## src/design/tpd_pkg.sv

```systemverilog
package tpd_pkg;

  localparam int TEMP_W  = 13;
  localparam int FLUX_W  = 21;
  localparam int SPEED_W = 18;
  localparam int PWR_W   = 16;
  localparam int GAIN_W  = 16;
  localparam int DFLUX_W = 20;
  localparam int CUR_W   = 16;
  localparam int INTEG_W = 32;
  localparam int CFG_IDX_W  = 3;
  localparam int CFG_DATA_W = 20;

  localparam int INTEG_FRAC_BITS_DEF = 16;

  // Shared shift-add multiplier and restoring divider sizes.
  localparam int MUL_AW = 32;
  localparam int MUL_BW = 20;
  localparam int DIV_W  = 48;

  localparam logic signed [14:0] MAG_OFFSET = 15'sd1760;
  localparam logic [MUL_BW-1:0]  DECAY_Q16  = 20'd64225;
  localparam logic signed [SPEED_W-1:0] SPEED_KNEE = 18'sd2000;
  localparam logic [DIV_W-1:0]   DIV_FIVE   = 48'd5;

  localparam logic signed [TEMP_W-1:0] HOLD_TEMP_RST = 13'sd1600;
  localparam logic signed [TEMP_W-1:0] KNEE_TEMP_RST = 13'sd1440;
  localparam logic [PWR_W-1:0]   FULL_POWER_RST   = 16'd10000;
  localparam logic [PWR_W-1:0]   FLOOR_POWER_RST  = 16'd2000;
  localparam logic [GAIN_W-1:0]  PROP_GAIN_RST    = 16'd12800;
  localparam logic [GAIN_W-1:0]  INTEG_GAIN_RST   = 16'd2560;
  localparam logic [DFLUX_W-1:0] DEFAULT_FLUX_RST = 20'd52429;
  localparam logic [CUR_W-1:0]   MAX_CURRENT_RST  = 16'd3200;

  typedef enum logic [CFG_IDX_W-1:0] {
    CFG_HOLD_TEMP    = 3'd0,
    CFG_KNEE_TEMP    = 3'd1,
    CFG_FULL_POWER   = 3'd2,
    CFG_FLOOR_POWER  = 3'd3,
    CFG_PROP_GAIN    = 3'd4,
    CFG_INTEG_GAIN   = 3'd5,
    CFG_DEFAULT_FLUX = 3'd6,
    CFG_MAX_CURRENT  = 3'd7
  } cfg_idx_t;

  typedef enum logic [3:0] {
    ST_IDLE,
    ST_PREP,
    ST_LAUNCH,
    ST_DECAY,
    ST_INC_MUL,
    ST_INC_DIV_GO,
    ST_INC_DIV,
    ST_INC_ADD,
    ST_CUT_MUL,
    ST_POWER,
    ST_DEN_GO,
    ST_DEN_MUL,
    ST_CUR_GO,
    ST_CUR_DIV,
    ST_EMIT
  } state_t;

  typedef struct packed {
    logic busy;
    logic done;
  } unit_st_t;

endpackage

```

## src/design/tpd_sample_if.sv

```systemverilog
interface tpd_sample_if;
  import tpd_pkg::*;
  logic valid;
  logic ready;
  logic signed [TEMP_W-1:0]  winding_temp;
  logic signed [TEMP_W-1:0]  magnet_temp;
  logic signed [FLUX_W-1:0]  flux_estimate;
  logic signed [SPEED_W-1:0] elec_speed;
  modport source(output valid, winding_temp, magnet_temp, flux_estimate, elec_speed,
                 input ready);
  modport sink(input valid, winding_temp, magnet_temp, flux_estimate, elec_speed,
               output ready);
endinterface

```

## src/design/tpd_limit_if.sv

```systemverilog
interface tpd_limit_if;
  import tpd_pkg::*;
  logic valid;
  logic ready;
  logic [PWR_W-1:0] power_limit;
  logic [CUR_W-1:0] current_limit;
  modport source(output valid, power_limit, current_limit, input ready);
  modport sink(input valid, power_limit, current_limit, output ready);
endinterface

```

## src/design/tpd_mul.sv

```systemverilog
module tpd_mul #(
  parameter int AW = tpd_pkg::MUL_AW,
  parameter int BW = tpd_pkg::MUL_BW
) (
  input  logic               clk,
  input  logic               rst,
  input  logic               start,
  input  logic [AW-1:0]      a,
  input  logic [BW-1:0]      b,
  output logic [AW+BW-1:0]   prod,
  output tpd_pkg::unit_st_t  st
);
  import tpd_pkg::*;

  localparam int PW = AW + BW;
  localparam int CW = $clog2(BW + 1);

  logic [PW-1:0] acc;
  logic [PW-1:0] aa;
  logic [BW-1:0] bb;
  logic [CW-1:0] cnt;
  logic          busy;
  logic          done;

  // One multiplier bit per cycle: the multiplicand shifts left, the multiplier right.
  always_ff @(posedge clk) begin
    if (rst) begin
      busy <= 1'b0;
      done <= 1'b0;
      cnt  <= '0;
    end else begin
      done <= 1'b0;
      if (start) begin
        acc  <= '0;
        aa   <= PW'(a);
        bb   <= b;
        cnt  <= CW'(BW);
        busy <= 1'b1;
      end else if (busy) begin
        if (bb[0]) begin
          acc <= acc + aa;
        end
        aa  <= aa << 1;
        bb  <= bb >> 1;
        cnt <= cnt - 1'b1;
        if (cnt == CW'(1)) begin
          busy <= 1'b0;
          done <= 1'b1;
        end
      end
    end
  end

  assign prod    = acc;
  assign st.busy = busy;
  assign st.done = done;

endmodule

```

## src/design/tpd_div.sv

```systemverilog
module tpd_div #(
  parameter int DW = tpd_pkg::DIV_W
) (
  input  logic              clk,
  input  logic              rst,
  input  logic              start,
  input  logic [DW-1:0]     num,
  input  logic [DW-1:0]     den,
  output logic [DW-1:0]     quo,
  output tpd_pkg::unit_st_t st
);
  import tpd_pkg::*;

  localparam int CW = $clog2(DW + 1);

  logic [DW-1:0] rem;
  logic [DW-1:0] q;
  logic [DW-1:0] d;
  logic [CW-1:0] cnt;
  logic          busy;
  logic          done;
  logic [DW:0]   sh;
  logic [DW:0]   diff;

  assign sh   = {rem, q[DW-1]};
  assign diff = sh - {1'b0, d};

  // Restoring division, one quotient bit per cycle, MSB first.
  always_ff @(posedge clk) begin
    if (rst) begin
      busy <= 1'b0;
      done <= 1'b0;
      cnt  <= '0;
    end else begin
      done <= 1'b0;
      if (start) begin
        rem  <= '0;
        q    <= num;
        d    <= den;
        cnt  <= CW'(DW);
        busy <= 1'b1;
      end else if (busy) begin
        if (!diff[DW]) begin
          rem <= diff[DW-1:0];
          q   <= {q[DW-2:0], 1'b1};
        end else begin
          rem <= sh[DW-1:0];
          q   <= {q[DW-2:0], 1'b0};
        end
        cnt <= cnt - 1'b1;
        if (cnt == CW'(1)) begin
          busy <= 1'b0;
          done <= 1'b1;
        end
      end
    end
  end

  assign quo     = q;
  assign st.busy = busy;
  assign st.done = done;

endmodule

```

## src/design/thermal_pi_power_derating.sv

```systemverilog
// Channel   Dir  Handshake      Payload
// sample    in   valid/ready    winding_temp, magnet_temp, flux_estimate, elec_speed
// limit     out  valid/ready    power_limit, current_limit
// cfg       in   cfg_we         cfg_index, cfg_wdata
//
// A transaction uses the bit-serial multiplier and the restoring divider, one after the other.
// Reset is synchronous and restores the register defaults and a zero integrator.
// A new sample is taken while a finished result waits; the block then holds its
// next result until the limit channel is free.
module thermal_pi_power_derating #(
  parameter int INTEG_FRAC_BITS = tpd_pkg::INTEG_FRAC_BITS_DEF
) (
  input  logic                              clk,
  input  logic                              rst,
  tpd_sample_if.sink                        sample,
  tpd_limit_if.source                       limit,
  input  logic                              cfg_we,
  input  logic [tpd_pkg::CFG_IDX_W-1:0]     cfg_index,
  input  logic [tpd_pkg::CFG_DATA_W-1:0]    cfg_wdata
);
  import tpd_pkg::*;

  localparam int F    = INTEG_FRAC_BITS;
  localparam int SH_L = (F >= 13) ? F - 13 : 0;
  localparam int SH_R = (F >= 13) ? 0 : 13 - F;
  localparam int HI_W = 17 + F;
  localparam int T2_W = INTEG_W + 24 - F;
  localparam int MUL_PW = MUL_AW + MUL_BW;

  // Configuration registers.
  logic signed [TEMP_W-1:0] hold_temp;
  logic signed [TEMP_W-1:0] knee_temp;
  logic [PWR_W-1:0]   full_power;
  logic [PWR_W-1:0]   floor_power;
  logic [GAIN_W-1:0]  prop_gain;
  logic [GAIN_W-1:0]  integ_gain;
  logic [DFLUX_W-1:0] default_flux;
  logic [CUR_W-1:0]   max_current;

  always_ff @(posedge clk) begin
    if (rst) begin
      hold_temp    <= HOLD_TEMP_RST;
      knee_temp    <= KNEE_TEMP_RST;
      full_power   <= FULL_POWER_RST;
      floor_power  <= FLOOR_POWER_RST;
      prop_gain    <= PROP_GAIN_RST;
      integ_gain   <= INTEG_GAIN_RST;
      default_flux <= DEFAULT_FLUX_RST;
      max_current  <= MAX_CURRENT_RST;
    end else if (cfg_we) begin
      unique case (cfg_idx_t'(cfg_index))
        CFG_HOLD_TEMP:    hold_temp    <= cfg_wdata[TEMP_W-1:0];
        CFG_KNEE_TEMP:    knee_temp    <= cfg_wdata[TEMP_W-1:0];
        CFG_FULL_POWER:   full_power   <= cfg_wdata[PWR_W-1:0];
        CFG_FLOOR_POWER:  floor_power  <= cfg_wdata[PWR_W-1:0];
        CFG_PROP_GAIN:    prop_gain    <= cfg_wdata[GAIN_W-1:0];
        CFG_INTEG_GAIN:   integ_gain   <= cfg_wdata[GAIN_W-1:0];
        CFG_DEFAULT_FLUX: default_flux <= cfg_wdata[DFLUX_W-1:0];
        CFG_MAX_CURRENT:  max_current  <= cfg_wdata[CUR_W-1:0];
      endcase
    end
  end

  state_t state;
  state_t state_next;

  logic signed [TEMP_W-1:0]  wt;
  logic signed [TEMP_W-1:0]  mt;
  logic signed [FLUX_W-1:0]  fx;
  logic signed [SPEED_W-1:0] sp;

  logic [INTEG_W-1:0] integrator;
  logic               cold;
  logic               err_neg;
  logic [15:0]        err_mag;
  logic               inc_neg;
  logic [DIV_W-1:0]   div_num_r;
  logic signed [DIV_W:0] inc;
  logic [48:0]        cut;
  logic [PWR_W-1:0]   power;
  logic [DIV_W-1:0]   den;
  logic [CUR_W-1:0]   iq;

  logic               mul_start;
  logic [MUL_AW-1:0]  mul_a;
  logic [MUL_BW-1:0]  mul_b;
  logic [MUL_PW-1:0]  mul_prod;
  unit_st_t           mul_st;

  logic               div_start;
  logic [DIV_W-1:0]   div_num;
  logic [DIV_W-1:0]   div_den;
  logic [DIV_W-1:0]   div_quo;
  unit_st_t           div_st;

  tpd_mul #(.AW(MUL_AW), .BW(MUL_BW)) u_mul (
    .clk(clk), .rst(rst), .start(mul_start), .a(mul_a), .b(mul_b),
    .prod(mul_prod), .st(mul_st)
  );

  tpd_div #(.DW(DIV_W)) u_div (
    .clk(clk), .rst(rst), .start(div_start), .num(div_num), .den(div_den),
    .quo(div_quo), .st(div_st)
  );

  // Controlled temperature and error.
  logic signed [14:0] scaled;
  logic signed [14:0] wt_ext;
  logic signed [14:0] tctl;
  logic signed [15:0] err;
  logic               flux_pos;
  logic               fast;
  logic [DFLUX_W-1:0] psi;

  assign flux_pos = !fx[FLUX_W-1] && (fx != '0);
  assign scaled   = 15'(mt) + 15'(hold_temp) - MAG_OFFSET;
  assign wt_ext   = 15'(wt);
  assign tctl     = (flux_pos && (scaled > wt_ext)) ? scaled : wt_ext;
  assign err      = 16'(tctl) - 16'(hold_temp);
  assign fast     = sp > SPEED_KNEE;
  assign psi      = flux_pos ? fx[DFLUX_W-1:0] : default_flux;

  // Integrator increment numerator: floor(p * 2^F / 8192), then made ready so that
  // a division of its magnitude by five gives the floor of the signed value.
  logic signed [DIV_W-1:0] p_s;
  logic signed [DIV_W-1:0] np;
  assign p_s = err_neg ? -$signed({16'b0, mul_prod[31:0]}) : $signed({16'b0, mul_prod[31:0]});
  assign np  = (p_s <<< SH_L) >>> SH_R;

  // Anti-windup bounds.
  logic signed [16:0]     span;
  logic [HI_W-1:0]        hi_w;
  logic [INTEG_W-1:0]     hi;
  logic signed [DIV_W:0]  acc;
  assign span = $signed({1'b0, full_power}) - $signed({1'b0, floor_power});
  assign hi_w = span[16] || (span == '0) ? '0 : (HI_W'(span[15:0]) << F);
  assign hi   = (hi_w > HI_W'({INTEG_W{1'b1}})) ? {INTEG_W{1'b1}} : hi_w[INTEG_W-1:0];
  assign acc  = $signed({17'b0, integrator}) + inc;

  // Proportional and integral cut in W * 2^-24.
  logic [41:0]           term1;
  logic [T2_W-1:0]       term2;
  logic signed [49:0]    cut_s;
  assign term1 = {mul_prod[29:0], 12'b0};
  assign term2 = T2_W'(integrator) << (24 - F);
  assign cut_s = err_neg ? $signed(50'(term2)) - $signed(50'(term1))
                         : $signed(50'(term2)) + $signed(50'(term1));

  logic signed [51:0] x;
  logic signed [51:0] full_s;
  logic signed [51:0] floor_s;
  assign full_s  = $signed({12'b0, full_power, 24'b0});
  assign floor_s = $signed({12'b0, floor_power, 24'b0});
  assign x       = full_s - $signed({3'b0, cut});

  always_ff @(posedge clk) begin
    if (rst) begin
      state <= ST_IDLE;
    end else begin
      state <= state_next;
    end
  end

  always_comb begin
    state_next   = state;
    sample.ready = 1'b0;
    mul_start    = 1'b0;
    mul_a        = '0;
    mul_b        = '0;
    div_start    = 1'b0;
    div_num      = div_num_r;
    div_den      = DIV_FIVE;
    unique case (state)
      ST_IDLE: begin
        sample.ready = 1'b1;
        if (sample.valid) state_next = ST_PREP;
      end
      ST_PREP: state_next = ST_LAUNCH;
      ST_LAUNCH: begin
        mul_start = 1'b1;
        if (cold) begin
          mul_a      = integrator;
          mul_b      = DECAY_Q16;
          state_next = ST_DECAY;
        end else begin
          mul_a      = MUL_AW'(integ_gain);
          mul_b      = MUL_BW'(err_mag);
          state_next = ST_INC_MUL;
        end
      end
      ST_DECAY:   if (mul_st.done) state_next = ST_DEN_GO;
      ST_INC_MUL: if (mul_st.done) state_next = ST_INC_DIV_GO;
      ST_INC_DIV_GO: begin
        div_start  = 1'b1;
        state_next = ST_INC_DIV;
      end
      ST_INC_DIV: if (div_st.done) state_next = ST_INC_ADD;
      ST_INC_ADD: begin
        mul_start  = 1'b1;
        mul_a      = MUL_AW'(prop_gain);
        mul_b      = MUL_BW'(err_mag);
        state_next = ST_CUT_MUL;
      end
      ST_CUT_MUL: if (mul_st.done) state_next = ST_POWER;
      ST_POWER:   state_next = ST_DEN_GO;
      ST_DEN_GO: begin
        if (fast) begin
          mul_start  = 1'b1;
          mul_a      = MUL_AW'(psi);
          mul_b      = MUL_BW'(sp[SPEED_W-2:0]);
          state_next = ST_DEN_MUL;
        end else begin
          state_next = ST_EMIT;
        end
      end
      ST_DEN_MUL: if (mul_st.done) state_next = ST_CUR_GO;
      ST_CUR_GO: begin
        if (den == '0) begin
          state_next = ST_EMIT;
        end else begin
          div_start  = 1'b1;
          div_num    = {7'b0, power, 25'b0};
          div_den    = den;
          state_next = ST_CUR_DIV;
        end
      end
      ST_CUR_DIV: if (div_st.done) state_next = ST_EMIT;
      ST_EMIT:    if (!limit.valid || limit.ready) state_next = ST_IDLE;
      default:    state_next = ST_IDLE;
    endcase
  end

  always_ff @(posedge clk) begin
    if (rst) begin
      integrator  <= '0;
      limit.valid <= 1'b0;
    end else begin
      if ((state == ST_EMIT) && (!limit.valid || limit.ready)) begin
        limit.valid <= 1'b1;
      end else if (limit.ready) begin
        limit.valid <= 1'b0;
      end
      unique case (state)
        ST_IDLE: begin
          if (sample.valid) begin
            wt <= sample.winding_temp;
            mt <= sample.magnet_temp;
            fx <= sample.flux_estimate;
            sp <= sample.elec_speed;
          end
        end
        ST_PREP: begin
          cold    <= tctl < 15'(knee_temp);
          err_neg <= err[15];
          err_mag <= err[15] ? 16'(-err) : 16'(err);
          iq      <= max_current;
        end
        ST_DECAY: begin
          if (mul_st.done) begin
            integrator <= mul_prod[47:16];
            power      <= full_power;
          end
        end
        ST_INC_MUL: begin
          if (mul_st.done) begin
            inc_neg   <= np[DIV_W-1];
            div_num_r <= np[DIV_W-1] ? DIV_W'(-np + 4) : DIV_W'(np);
          end
        end
        ST_INC_DIV: begin
          if (div_st.done) begin
            inc <= inc_neg ? -$signed({1'b0, div_quo}) : $signed({1'b0, div_quo});
          end
        end
        ST_INC_ADD: begin
          if (acc[DIV_W]) begin
            integrator <= '0;
          end else if (acc > $signed({17'b0, hi})) begin
            integrator <= hi;
          end else begin
            integrator <= acc[INTEG_W-1:0];
          end
        end
        ST_CUT_MUL: begin
          if (mul_st.done) begin
            cut <= cut_s[49] ? '0 : cut_s[48:0];
          end
        end
        ST_POWER: begin
          priority if (x < floor_s) begin
            power <= floor_power;
          end else if (x > full_s) begin
            power <= full_power;
          end else begin
            power <= x[39:24];
          end
        end
        ST_DEN_MUL: begin
          if (mul_st.done) begin
            den <= {mul_prod[DIV_W-2:0], 1'b0} + mul_prod[DIV_W-1:0];
          end
        end
        ST_CUR_DIV: begin
          if (div_st.done && (div_quo < DIV_W'(max_current))) begin
            iq <= div_quo[CUR_W-1:0];
          end
        end
        ST_EMIT: begin
          if (!limit.valid || limit.ready) begin
            limit.power_limit   <= power;
            limit.current_limit <= iq;
          end
        end
        default: ;
      endcase
    end
  end

  a_idle_units: assert property (@(posedge clk) disable iff (rst)
    (state == ST_IDLE) |-> (!mul_st.busy && !div_st.busy))
    else $error("arithmetic unit busy while idle");

  a_accept_prep: assert property (@(posedge clk) disable iff (rst)
    (sample.valid && sample.ready) |=> (state == ST_PREP))
    else $error("accepted transaction not started");

  a_emit_valid: assert property (@(posedge clk) disable iff (rst)
    (state == ST_EMIT && (!limit.valid || limit.ready)) |=> limit.valid)
    else $error("result not presented");

  a_single_start: assert property (@(posedge clk) disable iff (rst)
    mul_start |-> !div_start)
    else $error("both units started together");

endmodule
```

## src/flat_wrapper.sv

```systemverilog
// flat-port wrapper written by rule: the top's interface ports become plain ports
module thermal_pi_power_derating_flat import tpd_pkg::*;
#(
  parameter int INTEG_FRAC_BITS = tpd_pkg::INTEG_FRAC_BITS_DEF
)
  (clk, rst, cfg_we, cfg_index, cfg_wdata, sample_valid, sample_winding_temp, sample_magnet_temp, sample_flux_estimate, sample_elec_speed, sample_ready, limit_valid, limit_power_limit, limit_current_limit, limit_ready);
  tpd_sample_if sample_i ();
  tpd_limit_if limit_i ();
  input  logic clk;
  input  logic rst;
  input  logic cfg_we;
  input  logic [tpd_pkg::CFG_IDX_W-1:0] cfg_index;
  input  logic [tpd_pkg::CFG_DATA_W-1:0] cfg_wdata;
  input wire logic [$bits(sample_i.valid)-1:0] sample_valid;
  input wire logic [$bits(sample_i.winding_temp)-1:0] sample_winding_temp;
  input wire logic [$bits(sample_i.magnet_temp)-1:0] sample_magnet_temp;
  input wire logic [$bits(sample_i.flux_estimate)-1:0] sample_flux_estimate;
  input wire logic [$bits(sample_i.elec_speed)-1:0] sample_elec_speed;
  output wire logic [$bits(sample_i.ready)-1:0] sample_ready;
  output wire logic [$bits(limit_i.valid)-1:0] limit_valid;
  output wire logic [$bits(limit_i.power_limit)-1:0] limit_power_limit;
  output wire logic [$bits(limit_i.current_limit)-1:0] limit_current_limit;
  input wire logic [$bits(limit_i.ready)-1:0] limit_ready;
  assign sample_i.valid = sample_valid;
  assign sample_i.winding_temp = sample_winding_temp;
  assign sample_i.magnet_temp = sample_magnet_temp;
  assign sample_i.flux_estimate = sample_flux_estimate;
  assign sample_i.elec_speed = sample_elec_speed;
  assign sample_ready = sample_i.ready;
  assign limit_valid = limit_i.valid;
  assign limit_power_limit = limit_i.power_limit;
  assign limit_current_limit = limit_i.current_limit;
  assign limit_i.ready = limit_ready;
  thermal_pi_power_derating #(.INTEG_FRAC_BITS(INTEG_FRAC_BITS)) u_core (.clk(clk), .rst(rst), .sample(sample_i), .limit(limit_i), .cfg_we(cfg_we), .cfg_index(cfg_index), .cfg_wdata(cfg_wdata));
endmodule
```

## config.mk

```make
export PLATFORM = sky130hd
export DESIGN_NAME = thermal_pi_power_derating_flat
export DESIGN_NICKNAME = d
export VERILOG_FILES = /design/src/design/tpd_pkg.sv /design/src/design/tpd_sample_if.sv /design/src/design/tpd_limit_if.sv /design/src/design/tpd_mul.sv /design/src/design/tpd_div.sv /design/src/design/thermal_pi_power_derating.sv /design/src/flat_wrapper.sv
export SDC_FILE = /design/constraint.sdc
export NUM_CORES = 2
export LEC_CHECK = 0
export BUFFER_PORTS_ARGS = -buffer_cell sky130_fd_sc_hd__buf_2
export CORE_MARGIN = 1
export CORE_UTILIZATION = 45
export CTS_CLUSTER_SIZE = 12
export DETAILED_ROUTE_END_ITERATION = 8
export PLACE_DENSITY = 0.73
export SYNTH_ARGS = -nofsm -noshare
export SYNTH_HDL_FRONTEND = slang
export SYNTH_SLANG_ARGS = --single-unit
export TNS_END_PERCENT = 20
```

## constraint.sdc

```tcl
create_clock -name clk -period 7.5 [get_ports clk]
set_clock_uncertainty 0.2 [all_clocks]
set_input_delay 1.5 -clock clk [delete_from_list [all_inputs] [get_ports clk]]
set_output_delay 1.5 -clock clk [all_outputs]
set_load 0.03 [all_outputs]
```

==> impl_metrics.ini <==
[synthesis]
ys_ff_latch = 762
seq_area_frac_synth_pct = 42.9
synth.avg_cell_area_um2 = 9.60
yosysTopAreaCell = sky130_fd_sc_hd__edfxtp_1
synthesized_area_um2 = 49200
synth.distinct_cells = 106
synth_ff_type = sky130_fd_sc_hd__edfxtp_1
count_of_flip_flops_with_a_built_in_enable_after_synthesis = 584
yosys_warnings = 0
number_of_instances_in_the_synthesized_netlist = 5123
post-synth-top-area-fraction_pct = 35.6
post_synth_main_area_contributors = sky130_fd_sc_hd__edfxtp_1, sky130_fd_sc_hd__ha_1, sky130_fd_sc_hd__dfxtp_1
postSynth.asyncResetShare_pct = 0

[layout]
final_layout_size_suffix_gt1_share_pct = 9.74
area_growth_pct = 11.7
finish.cell_count_without_fillers = 6733
layout.nets = 5777

[worst_setup_path]
startpoint_of_the_most_critical_register_to_register_path = u_core.full_power[2]
setup.worst_path.start = u_core.full_power[2]
worstSetupStartpointType = register
worst-path-buf-inv = 0
critPathTopFamily = simple AND/OR/NAND/NOR gates
worstPathCellList = ha_4 -> o21ai_0 -> a21oi_1 -> o41ai_2 -> nor2b_1 -> xnor2_1 -> or4_1 -> or4b_4 -> o41a_1 -> and2_1 -> ha_1 -> nand4b_1 -> or4_1 -> or4_4 -> nor3_2 -> or3b_4 -> nor4b_4 -> a41oi_2 -> nor4_4 -> nand4_4 -> nand2_4 -> nor2_2 -> a221o_1
critical_path_arrival_ns = 7.61
critical-path-max-stage-delay_ns = 0.54
logic_depth_of_the_worst_setup_path_including_buffers = 23
timing.critical_path.fanout_max = 9
worstPathRequired_ns = 7.87
path_common_cell = sky130_fd_sc_hd__or4_1
criticalPathCategory = reg2reg
critPathSlowestCell = sky130_fd_sc_hd__or4_1
critical_path.endpoint_type = register
reg2reg_depth = 23

[timing]
endpoints_failing_hold = 0
hold-worst-slack_ns = 0.218
tightestPinTransition_ns = 1.29
fmax_mhz = 138
max_slew_margin_pct = 13.8
period_minus_slack_ns = 7.23
final-max-slew-violation-count = 0
setup_violations = 0
rsz0062_at_grt = yes
post_route_worst_setup_slack_ns = 0.266
post-route-period-util_pct = 96.5

[detailed_routing]
post_drt_wl_per_cell_um = 22.9
dr.first_iter.drc_count = 3704
vias_per_cell = 5.98
post-route-drc-count = 0
drt_pass1_iterations = 5
final_antenna_net_count = 0
wl_um = 154000
detailroute.via_count = 40280

[clocking]
cts_hold_fix_bufs = 0
cts-root-buf = sky130_fd_sc_hd__clkbuf_16
clock_tree.htree_level_count = 3
clock-sinks = 762
worst_setup_hold_path_clk_slew_ns = 0.06
clock_insertion_delay_worst_skew_ns = 0.70
cts-root-to-sink-buffers = 3
tritoncts_clock_tree = done
tritoncts.num_buffers = 86

[min_path]
hp-class = reg2reg
timing.hold.worst_path_depth = 0
min_from = u_core.iq[3]

[place]
placed_cells = 6568
finalWeightedCongestion = 0.999
dp_worst_setup_slack_ns = -0.109
post-dp-hpwl_um = 118000
port_buffers = 126

[power_and_ir_drop]
irDropWorstVdd_v = 0.000241
sw_frac_of_total_pct = 36.3
internal-power_mw = 10.0
pwr_density_cell_nw_per_um2 = 286
total_leakage_power_nw = 22.1
pwr-share-clk_pct = 27.2
power.sequential.fraction_pct = 36.5
net-switching-power_mw = 5.71
p_total_mw = 15.7
power.share.combinational_pct = 36.3

[floorplan]
initial_core_util_pct = 45.7
core_region_area_um2 = 108000
fp.dieW_um = 333
die_area_um2 = 111000
die_height_um = 333
pin_count = 127
row_count = 120

[job]
cap_viol_max_count = 0

[global_route]
first_pass_grt_wire_length_um = 231000
grt_pass1_vias = 38249
groute.usage.overall_pct = 27.2
grt_start_max_net_pins = 133
grt_overflow_total = 0
initial_antenna_violation_count = 4

[status]
run_status = finished, final reports clean
## power groups by stage
| stage | clock (mW) | combinational [mW] | sequential (mW) |
|---|---|---|---|
| floorplan | 0 | 4.01 | 5.56 |
| global placement | 0 | 5.40 | 5.79 |
| detailed placement | 0 | 5.50 | 5.79 |
| CTS | 4.34 | 5.54 | 5.71 |
| global route | 4.48 | 6.22 | 5.74 |
| finish | 4.28 | 5.71 | 5.73 |
## final timing paths
kind / end / slack (ns)
worst max-delay path: u_core.integrator[16] / 0.27
worst min-delay path: u_core.limit.current_limit[3] / 0.22
worst max register to register: u_core.integrator[16] / 0.27
worst min register to register: u_core.limit.current_limit[3] / 0.22
## logic make-up after synthesis
family | share of synthesized area, %
AO/OA/AOI/OAI | 17.4
other | 0.00762
AND/OR/NAND/NOR | 15.9
flip-flops | 42.9
adder cells (fa/ha/maj) | 11.0
buffers and inverters | 3.84
XOR/XNOR | 6.69
multiplexers | 2.21
## repair_timing
action	in CTS	in global routing
cloned	0	1
pin swaps	0	27
setup buffers	0	3
resized for setup	5	70
setup endpoints to repair	13	48
## synthesized netlist by cell type (58+ instances only)
cell type	instances
sky130_fd_sc_hd__edfxtp_1	584
sky130_fd_sc_hd__nand2_1	576
sky130_fd_sc_hd__a21oi_1	451
sky130_fd_sc_hd__ha_1	418
sky130_fd_sc_hd__nor2_1	408
sky130_fd_sc_hd__inv_1	306
sky130_fd_sc_hd__xnor2_1	271
sky130_fd_sc_hd__o21ai_0	199
sky130_fd_sc_hd__dfxtp_1	178
sky130_fd_sc_hd__a21o_1	149
sky130_fd_sc_hd__clkbuf_1	148
sky130_fd_sc_hd__xor2_1	103
sky130_fd_sc_hd__nor3_1	92
sky130_fd_sc_hd__mux2i_1	77
sky130_fd_sc_hd__nand3_1	77
sky130_fd_sc_hd__and2_1	72
sky130_fd_sc_hd__and3_1	67
sky130_fd_sc_hd__nand2b_1	58
## cells in the final DEF, fill, tap and decap left out, drive strengths merged, types with 55 or more instances in the layout
cell type  synthesis  routed
nand3             77      77
ha               418     418
inv              306     309
edfxtp           584     584
nand2b            58      58
and2              72      72
dfxtp            178     178
mux2i             77      77
xor2             103     103
a21oi            452     452
clkbuf           161     120
nand4             55      55
nand2            577     577
o21ai            209     209
xnor2            272     272
nor2             410     411
a21o             149     149
and3              67      67
nor3              93      93
buf               25     225
## flip-flops by register name (all words and copies together), names as in the netlist, 36 cells and up
name	cells
u_core.div_num_r	46
u_core.cut	36
u_core.u_div.rem	48
u_core.u_mul.prod	48
u_core.u_mul.aa	48
u_core.u_div.d	48
u_core.inc	49
u_core.u_div.quo	48
u_core.den	48
## cell type report
class,instances,area (um2)
Antenna cell,2,5.00
Clock inverter,39,400
Multi-Input combinational cell,3875,26700
Timing Repair Buffer,225,1410
Fill cell,9563,52700
Tap cell,1403,1760
Sequential cell,762,21100
Clock buffer,120,2450
Inverter,307,1150
## metrics by stage
stage	setup TNS, ns	area (um2)	utilization (%)
3_3_place_gp	0	51700	48.1
2_1_floorplan	0	49200	-
5_1_grt	-0.336	54900	51.0
4_1_cts	0	54600	50.7
6_report	0	54900	51.0
3_5_place_dp	-0.528	51700	48.1
## worst register-to-register path: stages, from the launching register on
cell                       delay [ns]
sky130_fd_sc_hd__dfxtp_1         0.48
sky130_fd_sc_hd__ha_4            0.27
sky130_fd_sc_hd__o21ai_0         0.17
sky130_fd_sc_hd__a21oi_1         0.12
sky130_fd_sc_hd__o41ai_2         0.40
sky130_fd_sc_hd__nor2b_1         0.22
sky130_fd_sc_hd__xnor2_1         0.12
sky130_fd_sc_hd__or4_1           0.54
sky130_fd_sc_hd__or4b_4          0.52
sky130_fd_sc_hd__o41a_1          0.47
sky130_fd_sc_hd__and2_1          0.18
sky130_fd_sc_hd__ha_1            0.27
sky130_fd_sc_hd__nand4b_1        0.07
sky130_fd_sc_hd__or4_1           0.41
sky130_fd_sc_hd__or4_4           0.45
sky130_fd_sc_hd__nor3_2          0.11
sky130_fd_sc_hd__or3b_4          0.42
sky130_fd_sc_hd__nor4b_4         0.30
sky130_fd_sc_hd__a41oi_2         0.17
sky130_fd_sc_hd__nor4_4          0.31
sky130_fd_sc_hd__nand4_4         0.28
sky130_fd_sc_hd__nand2_4         0.20
sky130_fd_sc_hd__nor2_2          0.11
sky130_fd_sc_hd__a221o_1         0.36
## layer usage
layer	vias up	GRT usage [%]	routed length, um
li1	18918	-	-
met1	19338	34.8	62700
met2	1637	43.6	70300
met3	385	4.33	11400
met4	2	15.4	9770
met5	-	0	13
Note: power is estimated with default switching activity, not from simulation.
